### src/nls_pkg.sv
package nls_pkg;

  localparam int CH_W    = 8;
  localparam int PHASE_W = 4;
  localparam int KIND_W  = 3;
  localparam int ERR_W   = 3;
  localparam int OUT_W   = 1 + 1 + KIND_W + ERR_W;

  typedef logic [CH_W-1:0]    char_t;
  typedef logic [PHASE_W-1:0] phase_t;
  typedef logic [KIND_W-1:0]  kind_t;
  typedef logic [ERR_W-1:0]   err_t;

  // scan phases
  localparam phase_t PH_IDLE     = 4'd0;
  localparam phase_t PH_ZERO     = 4'd1;
  localparam phase_t PH_PREFIX   = 4'd2;
  localparam phase_t PH_DIGITS   = 4'd3;
  localparam phase_t PH_FRAC     = 4'd4;
  localparam phase_t PH_AFTFRAC  = 4'd5;
  localparam phase_t PH_EXPSIGN  = 4'd6;
  localparam phase_t PH_EXPFIRST = 4'd7;
  localparam phase_t PH_EXPDIG   = 4'd8;
  localparam phase_t PH_INTSUF   = 4'd9;
  localparam phase_t PH_USEEN    = 4'd10;
  localparam phase_t PH_L1       = 4'd11;
  localparam phase_t PH_L2       = 4'd12;
  localparam phase_t PH_END      = 4'd13;
  localparam phase_t PH_FLTSUF   = 4'd14;

  // literal kinds
  localparam kind_t K_DEC  = 3'd0;
  localparam kind_t K_HEX  = 3'd1;
  localparam kind_t K_BIN  = 3'd2;
  localparam kind_t K_OCT  = 3'd3;
  localparam kind_t K_DECF = 3'd4;
  localparam kind_t K_HEXF = 3'd5;
  localparam kind_t K_FIX  = 3'd6;

  // error codes
  localparam err_t ERR_NONE      = 3'd0;
  localparam err_t ERR_NO_DIGIT  = 3'd1;
  localparam err_t ERR_EXP_EMPTY = 3'd2;
  localparam err_t ERR_TRAILING  = 3'd3;
  localparam err_t ERR_BAD_START = 3'd4;

  // longest chain of phases one character can pass through, plus margin
  localparam int SCAN_STEPS = 6;

  function automatic logic is_dig(input char_t c);
    return (c >= "0") && (c <= "9");
  endfunction

  function automatic logic is_alnum_us(input char_t c);
    return is_dig(c) || ((c >= "a") && (c <= "z")) || ((c >= "A") && (c <= "Z"))
           || (c == "_");
  endfunction

  function automatic char_t to_low(input char_t c);
    return ((c >= "A") && (c <= "Z")) ? char_t'(c + 8'd32) : c;
  endfunction

  // digit of the base that the literal kind implies
  function automatic logic in_coll(input kind_t k, input char_t c);
    char_t l;
    logic  r;
    l = to_low(c);
    case (k)
      K_HEX, K_HEXF: r = is_dig(c) || ((l >= "a") && (l <= "f"));
      K_BIN:         r = (c == "0") || (c == "1");
      K_OCT:         r = (c >= "0") && (c <= "7");
      default:       r = is_dig(c);
    endcase
    return r;
  endfunction

endpackage

### src/numeric_literal_scanner.sv
// Numeric literal scanner: takes one source character per transfer on the
// s_ side and returns one result per character on the m_ side, telling
// whether the character is part of a C-style numeric literal (consumed) or
// ends it (done, with the literal kind or an error code; that character is
// not consumed, so resend it as the start of whatever follows). A new
// literal starts with the first character after reset or after a done
// result. Set preproc_mode through cfg_we/cfg_wdata only while the block is
// idle; with it set, a letter, digit or '_' right after a literal is not an
// error. Throughput is one character per clock while m_tready stays high:
// the character is captured in an input register, the whole phase walk for
// it (at most four chained phase decisions) is evaluated combinationally,
// and the result lands in an output register. Backpressure on m_tready
// stalls the pipe; the input register refills in the same cycle the output
// register drains.
module numeric_literal_scanner (
  input  logic                     clk,
  input  logic                     rst,
  input  logic                     cfg_we,
  input  logic                     cfg_wdata,   // preproc_mode
  input  logic                     s_tvalid,
  output logic                     s_tready,
  input  logic [nls_pkg::CH_W-1:0] s_tdata,     // [7:0] ch
  output logic                     m_tvalid,
  input  logic                     m_tready,
  output logic [nls_pkg::OUT_W-1:0] m_tdata     // [0] consumed, [1] done_res,
                                                // [4:2] literal_kind, [7:5] error_code
);
  import nls_pkg::*;

  // configuration
  logic   preproc_mode;

  // input register
  logic   in_valid;
  char_t  in_ch;

  // scanner state
  phase_t phase;
  kind_t  kind_so_far;
  logic   unsigned_seen;
  logic   long_char_upper;

  // per-character evaluation
  phase_t phase_next;
  kind_t  kind_so_far_next;
  logic   unsigned_seen_next;
  logic   long_char_upper_next;
  logic   cons_c;
  logic   done_c;
  kind_t  kind_c;
  err_t   err_c;
  logic   busy;
  char_t  low_ch;

  logic   adv;

  // advance the scan stage when a character waits and the result slot frees up
  assign adv      = in_valid && (!m_tvalid || m_tready);
  assign s_tready = !in_valid || adv;

  always_ff @(posedge clk) begin
    if (rst) begin
      preproc_mode <= 1'b0;
    end else if (cfg_we) begin
      preproc_mode <= cfg_wdata;
    end
  end

  // capture the incoming character
  always_ff @(posedge clk) begin
    if (rst) begin
      in_valid <= 1'b0;
    end else if (s_tready) begin
      in_valid <= s_tvalid;
    end
  end

  always_ff @(posedge clk) begin
    if (s_tvalid && s_tready) begin
      in_ch <= s_tdata;
    end
  end

  // walk the phases for one character; each pass either settles the
  // character or hands it on to the next phase
  always_comb begin
    phase_next           = phase;
    kind_so_far_next     = kind_so_far;
    unsigned_seen_next   = unsigned_seen;
    long_char_upper_next = long_char_upper;
    cons_c               = 1'b0;
    done_c               = 1'b0;
    kind_c               = K_DEC;
    err_c                = ERR_NONE;
    low_ch               = to_low(in_ch);
    busy                 = 1'b1;
    for (int i = 0; i < SCAN_STEPS; i++) begin
      if (busy) begin
        busy = 1'b0;
        case (phase_next)
          PH_IDLE: begin
            if (in_ch == "0") begin
              cons_c = 1'b1;
              phase_next = PH_ZERO;
            end else if (is_dig(in_ch)) begin
              cons_c = 1'b1;
              phase_next = PH_DIGITS;
            end else if (in_ch == ".") begin
              cons_c = 1'b1;
              kind_so_far_next = K_DECF;
              phase_next = PH_FRAC;
            end else begin
              done_c = 1'b1;
              err_c = ERR_BAD_START;
            end
          end
          PH_ZERO: begin
            if (low_ch == "x") begin
              cons_c = 1'b1;
              kind_so_far_next = K_HEX;
              phase_next = PH_PREFIX;
            end else if (low_ch == "b") begin
              cons_c = 1'b1;
              kind_so_far_next = K_BIN;
              phase_next = PH_PREFIX;
            end else begin
              // 0e and 0. stay decimal, anything else means octal
              kind_so_far_next = (low_ch == "e" || in_ch == ".") ? K_DEC : K_OCT;
              phase_next = PH_DIGITS;
              busy = 1'b1;
            end
          end
          PH_PREFIX: begin
            if (in_coll(kind_so_far_next, in_ch)) begin
              cons_c = 1'b1;
              phase_next = PH_DIGITS;
            end else if (in_ch == ".") begin
              phase_next = PH_DIGITS;
              busy = 1'b1;
            end else begin
              done_c = 1'b1;
              err_c = ERR_NO_DIGIT;
            end
          end
          PH_DIGITS: begin
            if (in_coll(kind_so_far_next, in_ch) || in_ch == "'") begin
              cons_c = 1'b1;
            end else if ((kind_so_far_next == K_DEC &&
                          (in_ch == "." || low_ch == "e" || low_ch == "d")) ||
                         (kind_so_far_next == K_HEX && (in_ch == "." || low_ch == "p"))) begin
              kind_so_far_next = (kind_so_far_next == K_DEC) ? K_DECF : K_HEXF;
              if (in_ch == ".") begin
                cons_c = 1'b1;
                phase_next = PH_FRAC;
              end else begin
                phase_next = PH_AFTFRAC;
                busy = 1'b1;
              end
            end else begin
              phase_next = PH_INTSUF;
              busy = 1'b1;
            end
          end
          PH_FRAC: begin
            if (in_coll(kind_so_far_next, in_ch) || in_ch == "'") begin
              cons_c = 1'b1;
            end else begin
              phase_next = PH_AFTFRAC;
              busy = 1'b1;
            end
          end
          PH_AFTFRAC: begin
            if (kind_so_far_next == K_DECF && low_ch == "e") begin
              cons_c = 1'b1;
              phase_next = PH_EXPSIGN;
            end else if (kind_so_far_next == K_DECF && low_ch == "d") begin
              cons_c = 1'b1;
              kind_so_far_next = K_FIX;
              phase_next = PH_END;
            end else if (kind_so_far_next == K_HEXF && low_ch == "p") begin
              cons_c = 1'b1;
              phase_next = PH_EXPSIGN;
            end else begin
              phase_next = PH_FLTSUF;
              busy = 1'b1;
            end
          end
          PH_EXPSIGN: begin
            phase_next = PH_EXPFIRST;
            if (in_ch == "+" || in_ch == "-") begin
              cons_c = 1'b1;
            end else begin
              busy = 1'b1;
            end
          end
          PH_EXPFIRST: begin
            if (is_dig(in_ch)) begin
              cons_c = 1'b1;
              phase_next = PH_EXPDIG;
            end else begin
              done_c = 1'b1;
              err_c = ERR_EXP_EMPTY;
            end
          end
          PH_EXPDIG: begin
            if (is_dig(in_ch)) begin
              cons_c = 1'b1;
            end else begin
              phase_next = PH_FLTSUF;
              busy = 1'b1;
            end
          end
          PH_FLTSUF: begin
            phase_next = PH_END;
            if (low_ch == "f" || low_ch == "l") begin
              cons_c = 1'b1;
            end else begin
              busy = 1'b1;
            end
          end
          PH_INTSUF: begin
            if (low_ch == "u") begin
              cons_c = 1'b1;
              unsigned_seen_next = 1'b1;
              phase_next = PH_USEEN;
            end else if (low_ch == "l") begin
              cons_c = 1'b1;
              long_char_upper_next = (in_ch == "L");
              phase_next = PH_L1;
            end else begin
              phase_next = PH_END;
              busy = 1'b1;
            end
          end
          PH_USEEN: begin
            if (low_ch == "l") begin
              cons_c = 1'b1;
              long_char_upper_next = (in_ch == "L");
              phase_next = PH_L1;
            end else begin
              phase_next = PH_END;
              busy = 1'b1;
            end
          end
          PH_L1: begin
            // second l must match the case of the first
            phase_next = PH_L2;
            if (in_ch == (long_char_upper_next ? "L" : "l")) begin
              cons_c = 1'b1;
            end else begin
              busy = 1'b1;
            end
          end
          PH_L2: begin
            phase_next = PH_END;
            if (!unsigned_seen_next && low_ch == "u") begin
              cons_c = 1'b1;
            end else begin
              busy = 1'b1;
            end
          end
          default: begin
            // end of literal: judge the character that follows it
            done_c = 1'b1;
            if (!preproc_mode && is_alnum_us(in_ch)) begin
              err_c = ERR_TRAILING;
            end else begin
              kind_c = kind_so_far_next;
            end
          end
        endcase
      end
    end
    // a finished literal drops all state back to the reset values
    if (done_c) begin
      if (err_c != ERR_NONE) begin
        kind_c = K_DEC;
      end
      phase_next           = PH_IDLE;
      kind_so_far_next     = K_DEC;
      unsigned_seen_next   = 1'b0;
      long_char_upper_next = 1'b0;
    end
  end

  // advance scanner state once per evaluated character
  always_ff @(posedge clk) begin
    if (rst) begin
      phase           <= PH_IDLE;
      kind_so_far     <= K_DEC;
      unsigned_seen   <= 1'b0;
      long_char_upper <= 1'b0;
    end else if (adv) begin
      phase           <= phase_next;
      kind_so_far     <= kind_so_far_next;
      unsigned_seen   <= unsigned_seen_next;
      long_char_upper <= long_char_upper_next;
    end
  end

  // result register; hold while the consumer stalls
  always_ff @(posedge clk) begin
    if (rst) begin
      m_tvalid <= 1'b0;
    end else if (!m_tvalid || m_tready) begin
      m_tvalid <= in_valid;
    end
  end

  always_ff @(posedge clk) begin
    if (adv) begin
      m_tdata <= {err_c, kind_c, done_c, cons_c};
    end
  end

  // consumed and done never come together
  a_cons_done_excl: assert property (@(posedge clk) disable iff (rst)
    adv |-> !(cons_c && done_c))
    else $error("consumed and done in one result");

  // a consumed character carries no kind or error
  a_cons_clean: assert property (@(posedge clk) disable iff (rst)
    (adv && cons_c) |-> (kind_c == K_DEC && err_c == ERR_NONE))
    else $error("consumed result with kind or error");

  // every character settles within the chained passes
  a_settled: assert property (@(posedge clk) disable iff (rst)
    adv |-> (cons_c || done_c))
    else $error("character neither consumed nor ending the literal");

  // a finished literal restarts the scan from idle
  a_restart: assert property (@(posedge clk) disable iff (rst)
    (adv && done_c) |=> (phase == PH_IDLE && kind_so_far == K_DEC &&
                         !unsigned_seen && !long_char_upper))
    else $error("state not cleared after a finished literal");

  // an error result reports no kind
  a_err_kind: assert property (@(posedge clk) disable iff (rst)
    (adv && err_c != ERR_NONE) |-> (done_c && kind_c == K_DEC))
    else $error("error without done or with a kind");

endmodule

### config.mk
export PLATFORM = sky130hd
export DESIGN_NAME = numeric_literal_scanner
export DESIGN_NICKNAME = d
export VERILOG_FILES = /design/src/nls_pkg.sv /design/src/numeric_literal_scanner.sv
export SDC_FILE = /design/constraint.sdc
export NUM_CORES = 1
export LEC_CHECK = 0
export BUFFER_PORTS_ARGS = -buffer_cell sky130_fd_sc_hd__buf_2
export CORE_AREA = 3 3 125 127
export DETAILED_ROUTE_END_ITERATION = 8
export DIE_AREA = 0 0 128 130
export PLACE_DENSITY = 0.49
export SYNTH_ARGS = -nofsm -noshare
export SYNTH_HDL_FRONTEND = slang
export SYNTH_SLANG_ARGS = --single-unit
### constraint.sdc
create_clock -name clk -period 8.85 [get_ports clk]
set_clock_uncertainty 0.15 [all_clocks]
set_input_delay 0.4425 -clock clk [delete_from_list [all_inputs] [get_ports clk]]
set_output_delay 0.4425 -clock clk [all_outputs]
set_load 0.1 [all_outputs]
==> results of run 1 <==
-- layout by cell type, fill, tap and decap left out, types with 4 or more instances in the layout --
cell,Yosys,layout
sky130_fd_sc_hd__nor2_1,49,49
sky130_fd_sc_hd__nand3_1,16,16
sky130_fd_sc_hd__or4_1,4,4
sky130_fd_sc_hd__nor3_1,23,23
sky130_fd_sc_hd__a32oi_1,5,5
sky130_fd_sc_hd__a211oi_1,5,5
sky130_fd_sc_hd__dfxtp_1,12,12
sky130_fd_sc_hd__a31oi_1,11,11
sky130_fd_sc_hd__buf_2,11,23
sky130_fd_sc_hd__and2_1,9,9
sky130_fd_sc_hd__a21oi_1,33,33
sky130_fd_sc_hd__and4b_1,4,4
sky130_fd_sc_hd__mux2i_1,6,6
sky130_fd_sc_hd__a211oi_2,6,6
sky130_fd_sc_hd__inv_1,8,8
sky130_fd_sc_hd__nand4_1,4,4
sky130_fd_sc_hd__nor2b_1,9,9
sky130_fd_sc_hd__o211ai_1,11,11
sky130_fd_sc_hd__nor4b_1,4,4
sky130_fd_sc_hd__o22ai_1,5,5
sky130_fd_sc_hd__nand4bb_1,4,4
sky130_fd_sc_hd__nor3b_1,4,4
sky130_fd_sc_hd__or2_2,6,6
sky130_fd_sc_hd__edfxtp_1,16,16
sky130_fd_sc_hd__nand2b_1,11,11
sky130_fd_sc_hd__or3_1,8,8
sky130_fd_sc_hd__o31ai_1,6,6
sky130_fd_sc_hd__nand2_1,44,44
sky130_fd_sc_hd__o21ai_0,27,27
sky130_fd_sc_hd__and3_1,7,7
-- cell families after synthesis --
family          Yosys count  synth area share, %
mux                       8                 2.29
simple gates            228                 35.5
buf+inv                  42                 5.17
flops                    28                 20.0
xor+xnor                  4                0.972
fa+ha+maj                 3                0.972
compound gates          168                 35.1
-- critical path, delay by kind of cell, from the launching register on --
kind / cells / cell delay [ns]
AOI/OAI and AO/OA: 8 / 3.33
and+or+nand+nor: 4 / 1.54
DFF: 1 / 0.67
muxes: 1 / 0.21
buffers and inverters: 1 / 0.21
-- metrics by stage --
step | power (mW) | std cells | instance area [sq um] | setup slack [ns]
after floorplan | 0.390 | 481 | 3600 | 4.09
after global placement | 0.452 | 657 | 3810 | 2.75
after detailed placement | 0.449 | 657 | 3810 | 2.84
after CTS | 0.590 | 661 | 3920 | 2.78
after global routing | 0.623 | 661 | 3920 | 2.44
final | 0.596 | 661 | 3920 | 2.62
-- Yosys cell counts (all sizes together), types with 5 or more instances --
cell type	instances	share of area, %
a21oi	34	5.0
or2	7	1.2
nand2b	11	1.9
nand2	44	4.6
nand3	16	2.2
and3	7	1.2
o22ai	5	0.87
o21ai	28	3.9
or3	8	1.4
edfxtp	16	13
clkbuf	17	1.8
o31ai	6	1.2
a211oi	11	3.1
and2	10	1.7
buf	16	2.5
dfxtp	12	6.7
a31oi	11	1.9
nor4	5	1.5
mux2i	6	1.7
inv	8	0.83
nor2	50	5.3
a2111oi	5	1.9
a32oi	5	1.2
nor2b	9	1.6
o211ai	11	2.3
nor4b	6	1.8
nor3	23	3.2
-- final cells by class --
type | count | area (sq um) | area share (%)
clock buffers | 3 | 75.1 | 1.92
clock inverters | 1 | 30.0 | 0.767
inverters | 9 | 33.8 | 0.863
multi-input cells | 411 | 2700 | 68.8
flip-flops and latches | 28 | 721 | 18.4
well taps | 184 | 230 | 5.88
repair buffers | 25 | 130 | 3.32
-- power groups by stage --
stage	clock, mW	sequential (mW)	combinational (mW)
finish	0.141	0.172	0.283
global route	0.146	0.174	0.303
CTS	0.142	0.171	0.276
detailed placement	0	0.174	0.275
global placement	0	0.175	0.277
floorplan	0	0.183	0.207
-- path summary, 6_finish.rpt --
path	from	to	slack, ns	depth (start not counted)
setup reg to reg	in_ch[7]$_DFFE_PP_	phase[1]$_SDFFE_PP0P_	2.62	14
setup / recovery	in_ch[7]$_DFFE_PP_	phase[1]$_SDFFE_PP0P_	2.62	14
hold / removal	s_tdata[7]	in_ch[7]$_DFFE_PP_	0.19	1
hold reg to reg	in_valid$_SDFFE_PP0N_	m_tvalid$_SDFFE_PP0P_	0.37	2
-- layer usage --
metal | global-route usage (%) | vias up
li1 | - | 1873
met1 | 20.4 | 1937
met2 | 25.8 | 237
met3 | 1.39 | 51
met4 | 8.80 | 0
met5 | 0 | -
-- flip-flops by register name, indices dropped and copies added, names as in the netlist --
signal and count:
in_ch 8, in_valid 1, kind_so_far 3, long_char_upper 1
m_tdata 8, m_tvalid 1, phase 4, preproc_mode 1
unsigned_seen 1
==> impl_metrics.yaml, run 1 <==
final_layout:
  antenna-diode-count: 0
  layout-drive-gt1-share_pct: 13.6
  postLayoutCoreUtil_pct: 26.9
  n_fill_cell: 1618
  syn_to_final_growth_pct: 8.68
  fin_nets: 494
drt:
  count_of_antenna_violating_nets_left_after_detailed_routing: 0
  viasPerCell: 6.20
  detailedRoute.firstIterationViolations: 650
  drt-total-wl_um: 13300
  route.vias.total: 4098
  top_signal_layer_used: "met4"
  drt_pass1_iterations: 5
  routed-wl-met3_um: 867
  wl_per_cell_um: 20.1
  m1_wl_um: 5550
  met2WireLength_um: 6120
  detail_route.drc_violations: 0
place:
  portbufs: 23
  routabilityCongestion: 0.974
  dp.final_hpwl_um: 10000
critical_path:
  worstPathRequired_ns: 8.86
  worst_path_largest_cell_delay_ns: 0.81
  critical_path.max_fanout: 18
  path_common_cell: "sky130_fd_sc_hd__a32oi_1"
  crit_chain: "or3b_4 > a2111oi_4 > o21ai_1 > a22o_1 > a31oi_1 > nand3_1 > or4_1 > a32oi_1 > mux2i_1 > a2111oi_2 > or2_1 > a32oi_1 > buf_4 > o41ai_1"
  crit_path_end_kind: "register"
  critical_path_class: "reg2reg"
  cp_data_arrival_time_ns: 6.24
  kind_of_launch_point_of_the_worst_setup_path: "register"
  worst_path_max_delay_cell: "sky130_fd_sc_hd__a32oi_1"
die:
  die_h_um: 130
  die_w_um: 128
  core_region_area_sq_um: 14500
  io-pin-count: 24
  rows: 44
  die-area_sq_um: 16600
  initial_utilization_pct: 24.8
cts:
  clock_sinks: 28
  clk_latency_ns: 0.28
  cts.root.buffer_cell: "sky130_fd_sc_hd__clkbuf_16"
  tritoncts: "done"
  cts.path.max_buffers: 2
  cts_post_setup_buffers_inserted: 0
  htree_levels: 1
  cts_inserted_buffers: 3
  cts.clk_slew.worst_paths_ns: 0.07
  cts-hold-fix-buffers: 0
  post_cts_resize_count: 0
yosys:
  synthesis.area_sq_um: 3600
  async_reset_ff_share_pct: 0
  syn_nets: 497
  synth_seq_cells: 28
  seq_area_frac_synth_pct: 20.0
  avgSynthCellArea_sq_um: 7.49
  synthDistinctLibCells: 88
  postSynthCellCount: 481
  ys.flop_type: "sky130_fd_sc_hd__edfxtp_1"
  synth.yosys.warnings: 0
  synth-edff-count: 16
timing:
  grt_setup_unrepaired: "no"
  tns_ns: 0
  finalCriticalPeriod_ns: 6.23
  final-hold-violation-count: 0
  max-slew-margin-rel_pct: 31.5
  report.final.setup_viol: 0
  tightestPinTransition_ns: 1.00
  slew_violations: 0
  tightest_hold_margin_ns: 0.187
  final.period_utilization_pct: 70.4
  achievable-frequency_mhz: 160
global_route:
  first_global_vias: 3757
  grt_usage_pct: 15.7
  antenna_violations_before_repair: 0
  aggregate_global_routing_overflow: 0
  grt_first_pass_wirelength_um: 20800
  grt_start_max_net_pins: 27
power_and_ir_drop:
  p_clk_share_pct: 23.6
  total_leakage_power_nw: 1.27
  share_of_power_burned_in_combinational_logic_pct: 47.4
  powerDensity_nw_per_um2: 152
  worst_ir_drop_vdd_uv: 80.6
  switching_share_pct: 44.3
  sequential_group_share_of_total_power_pct: 28.9
  switching_power_mw: 0.264
  internal_mw: 0.332
flow_run:
  maxCapViolCount: 0
run_status:
  status: "finished clean"
min_path:
  hp-class: "in2reg"
Power figures use the tool's default switching activity.
==> run 2, diff against run 1 <==
- ABC_AREA: default -> 1
- CORE_AREA: 3 3 125 127 -> 3 3 122 124
- DIE_AREA: 0 0 128 130 -> 0 0 125 127
- PLACE_DENSITY: 0.49 -> 0.5
- clock period: 8.85 -> 5.25 ns (I/O delays scaled with it)
==> impl_metrics.yaml, run 2 <==
drt:
  viasPerCell: 4.94
  wl_per_cell_um: 14.7
  drt_pass1_iterations: 5
  drt-total-wl_um: 11300
  route.vias.total: 3797
  detailedRoute.firstIterationViolations: 286
  count_of_antenna_violating_nets_left_after_detailed_routing: 0
  detail_route.drc_violations: 0
cts:
  cts_inserted_buffers: 3
  cts.path.max_buffers: 2
  cts.clk_slew.worst_paths_ns: 0.07
  tritoncts: "done"
  cts.root.buffer_cell: "sky130_fd_sc_hd__clkbuf_16"
  clock_sinks: 28
  clk_latency_ns: 0.26
  htree_levels: 1
timing:
  final.period_utilization_pct: 91.8
  grt_setup_unrepaired: "no"
  finalCriticalPeriod_ns: 4.82
  report.final.setup_viol: 0
  achievable-frequency_mhz: 208
  tns_ns: 0
  max-slew-margin-rel_pct: 58.7
  tightestPinTransition_ns: 0.613
  tightest_hold_margin_ns: 0.0182
  slew_violations: 0
  final-hold-violation-count: 0
  setup_ws_ns: 0.432
final_layout:
  multi_input_comb_area_sq_um: 2300
  layout-drive-gt1-share_pct: 21.2
  syn_to_final_growth_pct: 12.7
  final_cell_mix: "sky130_fd_sc_hd__nand2_1 (127), sky130_fd_sc_hd__nor2_1 (82), sky130_fd_sc_hd__inv_1 (73), sky130_fd_sc_hd__nand3_1 (49), sky130_fd_sc_hd__nand4_1 (26)"
  mostFrequentLayoutCell: "sky130_fd_sc_hd__nand2_1"
  seq_area_sq_um: 721
  fin_nets: 606
  layout_top_registers: "in_ch: 8 flops, m_tdata: 8 flops, phase: 4 flops"
  n_fill_cell: 1612
  antenna-diode-count: 0
place:
  dp.final_hpwl_um: 9370
  routabilityCongestion: 0.945
  portbufs: 23
  dpl_worst_slack_ns: 0.466
critical_path:
  worstPathRequired_ns: 5.13
  worst_path_largest_cell_delay_ns: 0.48
  critical_path_class: "reg2reg"
  path_common_cell: "sky130_fd_sc_hd__nand2_1"
  kind_of_launch_point_of_the_worst_setup_path: "register"
  crit_path_end_kind: "register"
  critical_path.max_fanout: 13
  cp_data_arrival_time_ns: 4.69
  worst_path_max_delay_cell: "sky130_fd_sc_hd__edfxtp_1"
die:
  rows: 43
  io-pin-count: 24
  die-area_sq_um: 15900
  die_w_um: 125
  die_h_um: 127
  core_region_area_sq_um: 13900
  initial_utilization_pct: 24.8
power_and_ir_drop:
  total_leakage_power_nw: 1.85
  worst_ir_drop_vdd_uv: 184
  powerDensity_nw_per_um2: 156
run_status:
  status: "finished clean"
global_route:
  aggregate_global_routing_overflow: 0
  grt_usage_pct: 14.0
  antenna_violations_before_repair: 0
  grt_first_pass_wirelength_um: 18500
  grt_start_max_net_pins: 17
  first_global_vias: 3602
yosys:
  async_reset_ff_share_pct: 0
  synthDistinctLibCells: 50
  synthDominantCellAreaShare_pct: 14.0
  ys_top_cells_by_count: "sky130_fd_sc_hd__nand2_1 (127), sky130_fd_sc_hd__nor2_1 (82), sky130_fd_sc_hd__inv_1 (73)"
  netlist_top_cells_area: "sky130_fd_sc_hd__edfxtp_1 (14%), sky130_fd_sc_hd__nand2_1 (14%), sky130_fd_sc_hd__nor2_1 (9.0%), sky130_fd_sc_hd__inv_1 (8.0%), sky130_fd_sc_hd__nand3_1 (7.1%)"
  syn_nets: 580
  synthMostInstantiatedCell: "sky130_fd_sc_hd__nand2_1"
  avgSynthCellArea_sq_um: 6.09
  synth.yosys.warnings: 0
  ys.flop_type: "sky130_fd_sc_hd__edfxtp_1"
  synthesis.area_sq_um: 3440
  seq_area_frac_synth_pct: 21.0
  synth_seq_cells: 28
  postSynthCellCount: 564
  synth.largest_area_cell: "sky130_fd_sc_hd__edfxtp_1"
  synth-edff-count: 16
min_path:
  hp-class: "in2reg"
flow_run:
  maxCapViolCount: 0
-- run 2: changes by cell type after synthesis, moves of 11 or more --
cell	previous run	this run
sky130_fd_sc_hd__inv_2	0	22
sky130_fd_sc_hd__nand2_1	44	127
sky130_fd_sc_hd__nor2_1	49	82
sky130_fd_sc_hd__nor3_1	23	9
sky130_fd_sc_hd__inv_1	8	73
sky130_fd_sc_hd__nand4_1	4	26
sky130_fd_sc_hd__nand2b_1	11	0
sky130_fd_sc_hd__nor2_4	0	11
sky130_fd_sc_hd__o21ai_0	27	12
sky130_fd_sc_hd__nand3_1	16	49
sky130_fd_sc_hd__clkbuf_1	17	2
sky130_fd_sc_hd__nand2_2	0	21
-- run 2: worst paths after layout --
path	slack, ns	start	cells past startpoint	end
worst max-delay path	0.43	in_ch[5]$_DFFE_PP_	32	m_tdata[2]$_DFFE_PP_
worst min-delay path	0.02	s_tdata[0]	1	in_ch[0]$_DFFE_PP_
worst max register to register	0.43	in_ch[5]$_DFFE_PP_	32	m_tdata[2]$_DFFE_PP_
worst min register to register	0.36	m_tvalid$_SDFFE_PP0P_	2	m_tvalid$_SDFFE_PP0P_
-- run 2: worst max-delay path, delay by kind of cell (launching register included) --
family          cells  cell delay, ns
simple gates       24            2.79
flops               1            0.48
buf+inv             4            0.53
fa+ha+maj           1            0.15
compound gates      3            0.44
-- run 2: routing by layer --
layer | vias up | part of all wire [%] | routed length, um | GRT usage, %
met4 | 0 | 2.8 | 321 | 4.40
met2 | 136 | 45 | 5080 | 23.8
li1 | 1898 | - | - | -
met3 | 25 | 5.4 | 606 | 1.17
met1 | 1738 | 47 | 5270 | 19.0
met5 | - | 0 | 0 | 0
-- run 2: power breakdown --
group | total, mW | switching (mW) | leakage (nW) | internal (mW)
Clock | 0.224 | 0.0720 | 0.0511 | 0.152
Combinational | 0.129 | 0.0964 | 1.55 | 0.0324
Sequential | 0.250 | 0.00900 | 0.247 | 0.241
-- run 2: cells by family (layout without fill, tap and decap cells) --
logic type               Yosys count  count (layout)  share of synthesized area [%]
multiplexers                       1               1                          0.291
buffers and inverters            106             131                           12.1
flip-flops                        28              28                           21.0
AND/OR/NAND/NOR                  364             364                           54.3
adder cells (fa/ha/maj)            2               2                          0.728
AO/OA/AOI/OAI                     63              63                           11.6
-- run 2: final cells by class --
type / count / area share (%)
Timing Repair Buffer: 28 / 3.94
Multi-Input combinational cell: 430 / 59.3
Tap cell: 180 / 5.81
Sequential cell: 28 / 18.6
Clock buffer: 3 / 1.94
Clock inverter: 1 / 0.775
Inverter: 99 / 9.59
-- run 2: timing repair --
item,CTS,global route
setup endpoints to repair,0,4
buffers inserted,0,4
hold buffers,0,0
gates resized for setup,0,1
-- run 2: stage by stage --
step	power [mW]	utilization, %	area [sq um]	std cells
2_1_floorplan	0.354	-	3440	564
4_1_cts	0.602	27.7	3840	765
6_report	0.603	27.9	3870	769
3_5_place_dp	0.380	26.9	3740	761
3_3_place_gp	0.381	26.9	3740	761
5_1_grt	0.625	27.9	3870	769
